File: src/rtl/core/mbet_pkg.sv
`default_nettype none

package mbet_pkg;

    localparam int INDEX_BITS    = 12;
    localparam int FRACTION_BITS = 28;
    localparam int COORD_W       = 32;
    localparam int COUNT_W       = 16;
    localparam int GREY_W        = 8;
    localparam int CFG_IDX_W     = 3;
    localparam int CFG_DATA_W    = 32;

    localparam int CPROD_W  = INDEX_BITS + 1 + COORD_W;
    localparam int PROD_W   = 2 * COORD_W;
    localparam int SQ_W     = PROD_W - FRACTION_BITS;
    localparam int XY_W     = PROD_W - FRACTION_BITS + 1;
    localparam int SAT_W    = ((CPROD_W > XY_W) ? CPROD_W : XY_W) + 2;
    localparam int SQSUM_W  = ((SQ_W + 1) > (FRACTION_BITS + 3)) ? (SQ_W + 1)
                                                                  : (FRACTION_BITS + 3);
    localparam int DIV_W    = COUNT_W + GREY_W;
    localparam int DIV_CNT_W = $clog2(DIV_W);

    localparam logic [SQSUM_W-1:0] ESCAPE_BOUND = SQSUM_W'(4) << FRACTION_BITS;

    typedef logic [INDEX_BITS-1:0]    t_index;
    typedef logic signed [COORD_W-1:0] t_coord;
    typedef logic [COUNT_W-1:0]       t_count;
    typedef logic [GREY_W-1:0]        t_grey;

    typedef enum logic [CFG_IDX_W-1:0] {
        CFG_ORIGIN_REAL     = 3'd0,
        CFG_ORIGIN_IMAG     = 3'd1,
        CFG_STEP_REAL       = 3'd2,
        CFG_STEP_IMAG       = 3'd3,
        CFG_ITERATION_LIMIT = 3'd4
    } t_cfg_index;

    localparam t_coord ORIGIN_REAL_RST     = 32'hE000_0000;
    localparam t_coord ORIGIN_IMAG_RST     = 32'hE800_0000;
    localparam t_coord STEP_REAL_RST       = 32'h000C_0000;
    localparam t_coord STEP_IMAG_RST       = 32'h000C_0000;
    localparam t_count ITERATION_LIMIT_RST = 16'd1024;

    typedef struct packed {
        t_index column;
        t_index row;
    } t_in_item;

    typedef struct packed {
        t_grey  grey_level;
        t_count iteration_count;
    } t_out_item;

    typedef struct packed {
        logic load_in;
        logic coord_mul;
        logic coord_add;
        logic iter_mul;
        logic iter_step;
        logic div_init;
        logic div_step;
        logic out_load;
    } t_dp_cmd;

    typedef struct packed {
        logic cont;
    } t_dp_status;

    function automatic t_coord sat_coord(input logic signed [SAT_W-1:0] v);
        logic [SAT_W-COORD_W:0] top_bits;
        top_bits = v[SAT_W-1:COORD_W-1];
        if ((&top_bits) || !(|top_bits)) begin
            sat_coord = v[COORD_W-1:0];
        end else if (v[SAT_W-1]) begin
            sat_coord = {1'b1, {(COORD_W-1){1'b0}}};
        end else begin
            sat_coord = {1'b0, {(COORD_W-1){1'b1}}};
        end
    endfunction

endpackage

`default_nettype wire

File: src/rtl/core/mbet_ctrl.sv
`default_nettype none

module mbet_ctrl (
    input  wire logic                i_clk,
    input  wire logic                i_rst_n,
    input  wire logic                i_in_valid,
    output logic                     o_in_ready,
    output logic                     o_out_valid,
    input  wire logic                i_out_ready,
    input  wire mbet_pkg::t_dp_status i_status,
    output mbet_pkg::t_dp_cmd        o_cmd
);
    import mbet_pkg::*;

    typedef enum logic [6:0] {
        ST_IDLE  = 7'b0000001,
        ST_CMUL  = 7'b0000010,
        ST_CADD  = 7'b0000100,
        ST_IMUL  = 7'b0001000,
        ST_ISTEP = 7'b0010000,
        ST_DIV   = 7'b0100000,
        ST_DONE  = 7'b1000000
    } t_state;

    t_state               r_state;
    t_state               n_state;
    logic [DIV_CNT_W-1:0] r_div_cnt;
    logic [DIV_CNT_W-1:0] n_div_cnt;
    logic                 r_out_valid;
    logic                 n_out_valid;
    t_dp_cmd              cmd;

    always_comb begin
        n_state   = r_state;
        n_div_cnt = r_div_cnt;
        cmd       = '0;
        case (r_state)
            ST_IDLE: begin
                if (i_in_valid) begin
                    cmd.load_in = 1'b1;
                    n_state     = ST_CMUL;
                end
            end
            ST_CMUL: begin
                cmd.coord_mul = 1'b1;
                n_state       = ST_CADD;
            end
            ST_CADD: begin
                cmd.coord_add = 1'b1;
                n_state       = ST_IMUL;
            end
            ST_IMUL: begin
                cmd.iter_mul = 1'b1;
                n_state      = ST_ISTEP;
            end
            ST_ISTEP: begin
                if (i_status.cont) begin
                    cmd.iter_step = 1'b1;
                    n_state       = ST_IMUL;
                end else begin
                    cmd.div_init = 1'b1;
                    n_div_cnt    = DIV_CNT_W'(DIV_W - 1);
                    n_state      = ST_DIV;
                end
            end
            ST_DIV: begin
                cmd.div_step = 1'b1;
                if (r_div_cnt == '0) begin
                    n_state = ST_DONE;
                end else begin
                    n_div_cnt = r_div_cnt - DIV_CNT_W'(1);
                end
            end
            ST_DONE: begin
                if (!r_out_valid || i_out_ready) begin
                    cmd.out_load = 1'b1;
                    n_state      = ST_IDLE;
                end
            end
            default: begin
                n_state = ST_IDLE;
            end
        endcase
    end

    always_comb begin
        if (cmd.out_load) begin
            n_out_valid = 1'b1;
        end else if (i_out_ready) begin
            n_out_valid = 1'b0;
        end else begin
            n_out_valid = r_out_valid;
        end
    end

    always_ff @(posedge i_clk) begin
        if (!i_rst_n) begin
            r_state     <= ST_IDLE;
            r_div_cnt   <= '0;
            r_out_valid <= 1'b0;
        end else begin
            r_state     <= n_state;
            r_div_cnt   <= n_div_cnt;
            r_out_valid <= n_out_valid;
        end
    end

    assign o_in_ready  = (r_state == ST_IDLE);
    assign o_out_valid = r_out_valid;
    assign o_cmd       = cmd;

endmodule

`default_nettype wire

File: config.mk
export PLATFORM = sky130hd
export DESIGN_NAME = mbet_ctrl
export DESIGN_NICKNAME = d
export VERILOG_FILES = /design/src/rtl/core/mbet_pkg.sv /design/src/rtl/core/mbet_ctrl.sv
export SDC_FILE = /design/constraint.sdc
export NUM_CORES = 1
export LEC_CHECK = 0
export ABC_AREA = 0
export BUFFER_PORTS_ARGS = -buffer_cell sky130_fd_sc_hd__buf_2
export CAP_MARGIN = 5
export CORE_MARGIN = 3
export CORE_UTILIZATION = 52
export CTS_CLUSTER_SIZE = 14
export DETAILED_ROUTE_END_ITERATION = 7
export PLACE_DENSITY = 0.76
export RECOVER_POWER = 100
export SYNTH_ARGS = -nofsm -noshare
export SYNTH_HDL_FRONTEND = slang
export SYNTH_SLANG_ARGS = --single-unit
File: constraint.sdc
create_clock -name i_clk -period 2.3 [get_ports i_clk]
set_input_delay 0 -clock i_clk [delete_from_list [all_inputs] [get_ports i_clk]]
set_output_delay 0 -clock i_clk [all_outputs]
set_load 0.005 [all_outputs]
# [After elaboration in Yosys (flattened, before gate mapping)]
# Index checks and enable logic that the tools add are counted.
[word_totals] register_bits=13 latch_bits=0 ram_bits=0 rom_bits=0 output_inout_bits=10 n_memories=0
[classes] n_addsub=1 n_mul=0 div_mod_pow=0 n_lt_le_gt_ge=0 eq_ne=12 shift=0 muxes=21 bitwise_logic=0 n_reduce_logical=7
[ops] op="7-bit one-hot mux with 7 select lines" n=1
[ops] op="7-bit two-way mux" n=3
[ops] op="1-bit two-way mux" n=12
[ops] op="5-bit two-way mux" n=2
[ops] op="2-bit != test (second input constant)" n=5
[ops] op="5-bit one-hot mux with 2 select lines" n=1
[ops] op="7-bit by 1-bit equality test with 1-bit output (second input constant)" n=1
[ops] op="7-bit by 2-bit equality test with 1-bit output (second input constant)" n=1
[ops] op="7-bit by 3-bit equality test with 1-bit output (second input constant)" n=1
[ops] op="7-bit by 4-bit equality test with 1-bit output (second input constant)" n=1
[ops] op="7-bit by 5-bit equality test with 1-bit output (second input constant)" n=1
[ops] op="7-bit by 6-bit equality test with 1-bit output (second input constant)" n=1
[ops] op="7-bit equality test (second input constant)" n=1
[ops] op="6-bit two-way mux" n=1
[ops] op="3-bit AND reduction" n=2
[ops] op="5-bit zero test" n=1
[ops] op="5-bit by 1-bit subtractor with 5-bit output (second input constant)" n=1
[ops] op="2-bit nonzero test" n=2
[ops] op="2-bit two-way mux" n=1
[ops] op="1-bit zero test" n=1
[ops] op="1-bit logical OR" n=1

# [Longest topological paths before layout]
[logic_depth] word_depth=5 mapped_depth=6 mapped_depth_nobuf=6

# [Worst setup path after synthesis]
# Ideal clock, no wire load.
[synth_timing] kind="reg2reg" start="reg r_state[4]" end="reg r_state[0]" setup_time_ps=135 arrival_time_ps=1456 required_time_ps=2165 path_slack_ps=709 stages_incl_launch_ff=6 path_buffers=1 period_less_slack_ps=1591 cell_sequence="dfxtp_1 > clkbuf_1 > or4b_1 > or2_0 > a311oi_1 > o211ai_1"
[synth_between] elab_chain_cells=3
[synth_rtl] item="start: declaration" line_no="mbet_ctrl.sv:25" text="t_state r_state;"
[synth_rtl] item="start signal: assignment" line_no="mbet_ctrl.sv:102" text="r_state <= n_state;"
[synth_rtl] item="7-bit equality test (tied with other cells)" line_no="mbet_ctrl.sv:37" text="case (r_state)"
[synth_rtl] item="2-bit != test (no source line)"
[synth_rtl] item="3-bit AND reduction (no source line)"
# Parallel ways exist; a longest one is shown, timed or not.
# A chain may end at the register's enable or synchronous reset.

==> results.md <==
- Outcome: complete, no violations
- Cell Pwr Density: between 500 and 600 nW/um2
- Slew Limit Fails: 0
- Post-synth top area share: a little over a third
- Main synth FF type: dfxtp_1
- MaxCap Viol Count: 0
- Post-DRT Antenna Nets: 0
- Die Area: 1930 um2
- Routed len/inst: ~14 um
- Core box area: 1320 um2
- Max FO, Critical Path: 8
- Final Cycle Share: 80.7%
- Final HPWL from detailed placement: between 1000 and 1500 um
- Clock Skews: between 1.5 and 2 ps
- Part of the power in registers: between 50% and 60%
- IO Port Bufs: 14
- Post-route cell area: about 820 um2
- Setup bufs post-CTS: 0
- Kind of critical path: flip-flop to output pin
- Post-DP Area: between 800 and 900 um2
- Syn nets: 90
- Residual DRC count: 0
- Clk_lat worst skew: about 280 ps
- Overall routing resource usage: a little under a fifth
- WL final: about 1600 um
- Most common cell in the synthesized netlist: dfxtp_1
- Synth Area in Compound Gates: around 17%
- Yosys cell types: 39
- GPL Wtd Cong: 0.852
- I/O Pins: 15
- Peak VDD IR: between 0.3 and 0.4 mV
- Seq cells post-synth: 13
- Clock Pin Slew Worst Setup and Hold Paths: about 80 ps
- Rel. slew slack: a little under three fifths
- Htree depth: 1
- CTS Buf Count: 3
- Fillers: about 120
- Row count: 13
- Largest net degree at the start of global routing: 15
- Cells after Synth: 84
- Vias in the first global route: 583
- Vias per std cell: 5.87
- Req. time, crit path: approximately 2300 ps
- NumNets Final: ~110
- Synthesized-area fraction occupied by adder cells: 1.67%
- Pwr Total: 427 uW
- Drt pass-1 iters: 4
- Worst path arrival time: between 1500 and 2000 ps
- Grt ovf: 0
- Proportion of layout cells with a drive suffix above 1: around 15%
- Synth Area in XOR/XNOR: around 1.2%
- Die width: about 44 um
- Yosys Warn Count: 0
- Post-synthesis mux area share: 0%
- Final period demand of the worst path: 1860 ps
- Post-synth EDFFs: 0
- CP Capture Type: output pin
- Area growth from synthesis to layout: 10.2%
- Worst Hold Slack: around 45 ps
- Antenna cells: 0
- Final hold vios: 0
- Logic pwr share: 11.2%
- Final setup TNS: 0 ps
- Die Y: 43.9 um
- Peak Freq: between 500 and 600 MHz
- First-pass GRT wire length: 2680 um
- Leakage power total: roughly 0.36 nW
- Synth area leader: dfxtp_1
- Clock sinks: 13
- CP startpoint kind: flip-flop
- Largest family of logic cells by synthesized area: simple AND/OR/NAND/NOR gates
- Root Buffer: clkbuf_4
- Clock share of power: roughly a third
- RSZ-0062 raised after global routing: false
- Post-synthesis sequential area ratio: between 30% and 40%
- Sw Pwr: approximately 110 uW
- Worst-Margin Slew: ~660 ps
- Via count of the routed design: approximately 660
- Initial antenna violation count: 0
- Sw Ratio: between 20 and 30%
- Synthesized area per cell: 8.91 um2
- CTS max path bufs: 2
- Synthesized area: between 700 and 800 um2
- Asr flop ratio synth: 0%
- Setup Viol. Count Final: 0
- First DRT Iteration DRCs: 15
- Top post-synthesis cells by count: dfxtp_1, nor2_1, nand2_1
- Initial core utilization: between 50% and 60%
- Synth area leaders: dfxtp_1, nor2_1, and4b_1
- Post-synthesis simple-gate area fraction: about 41%
- Class of the worst hold path: primary input to flip-flop
- Pint: 319 uW
- CTS tree: built
==> worst max-delay path, cell delays in order, from the launching register on <==
cell      delay, ps
dfxtp_1         370
or4_1           620
nor3_1          420
clkbuf_1        160
==> registers in the layout, indices dropped and copies added (netlist names) <==
| name | cells |
|---|---|
| o_out_valid | 1 |
| r_div_cnt | 5 |
| r_state | 7 |
==> stage by stage <==
step | setup slack [ps] | util [%] | std cells
6_report | 445 | 62.6 | 113
5_1_grt | 343 | 62.6 | 113
4_1_cts | 543 | 64.2 | 113
3_5_place_dp | 571 | 61.4 | 108
3_3_place_gp | 577 | 61.4 | 108
2_1_floorplan | 709 | - | 84
==> metal layers <==
metal  vias to the layer above  GRT usage [%]  part of all wire (%)
met5                         -              0                     0
met4                         0           7.23                   1.2
met3                         4           2.49                   5.8
met2                        21           25.9                    40
met1                       300           27.3                    53
li1                        338              -                     -
==> final cells by class <==
cell class	count	area, um2	area share [%]
Multi-Input combinational cell	64	438	53.1
Sequential cell	13	260	31.6
Clock buffer	4	26.3	3.19
Inverter	2	7.51	0.910
Tap cell	15	18.8	2.28
Timing Repair Buffer	15	73.8	8.95
==> placed cells by master, fill, tap and decap left out <==
cell type / count
and2_0: 2
buf_2: 9
a31oi_1: 1
and4b_1: 3
and3_1: 2
nor3_1: 3
nor3b_1: 1
a21boi_1: 1
a311oi_1: 1
o21ai_0: 2
nor4b_2: 1
o31ai_1: 1
dfxtp_1: 13
clkbuf_4: 3
and4_1: 2
nor2b_1: 2
or4_1: 1
o21a_1: 1
o2bb2ai_1: 1
nor2_1: 10
nand2b_1: 2
dlygate4sd3_1: 1
or2_0: 1
clkbuf_1: 6
or4b_1: 1
a31o_1: 1
and2_1: 2
inv_1: 2
or2b_1: 1
nor4_1: 2
ha_1: 1
nand2_1: 5
a21oi_1: 2
nor4_4: 1
nand3_1: 2
and4_2: 1
xor2_1: 1
o211ai_1: 3
o211a_1: 3
==> power groups by stage <==
stage | clock (mW) | sequential (mW) | combinational [mW]
finish | 0.144 | 0.236 | 0.0479
global route | 0.155 | 0.237 | 0.0535
CTS | 0.145 | 0.236 | 0.0522
detailed placement | 0 | 0.242 | 0.0504
global placement | 0 | 0.241 | 0.0500
floorplan | 0 | 0.240 | 0.0363
==> repair_timing <==
item                                   CTS  global route
gates resized for setup                  0             0
hold buffers                             1             0
endpoints found under the hold margin    1             0
==> logic make-up after synthesis <==
family / after synthesis
xor gates and xnor gates: 1
DFF: 13
adders and majority gates: 1
and+or+nand+nor: 45
buffers and inverters: 7
AOI/OAI and AO/OA: 17
==> final timing paths <==
kind	depth (start not counted)	from	to	slack, ps
max	3	r_state[0]$_SDFFE_PN1P_	o_cmd[1]	440
min	4	i_out_ready	o_out_valid$_SDFFE_PN0P_	40
max reg2reg	6	r_div_cnt[0]$_SDFFE_PN0P_	r_div_cnt[1]$_SDFFE_PN0P_	460
min reg2reg	1	r_div_cnt[3]$_SDFFE_PN0P_	r_div_cnt[3]$_SDFFE_PN0P_	560
No activity file was read; power rests on OpenSTA's default activity.
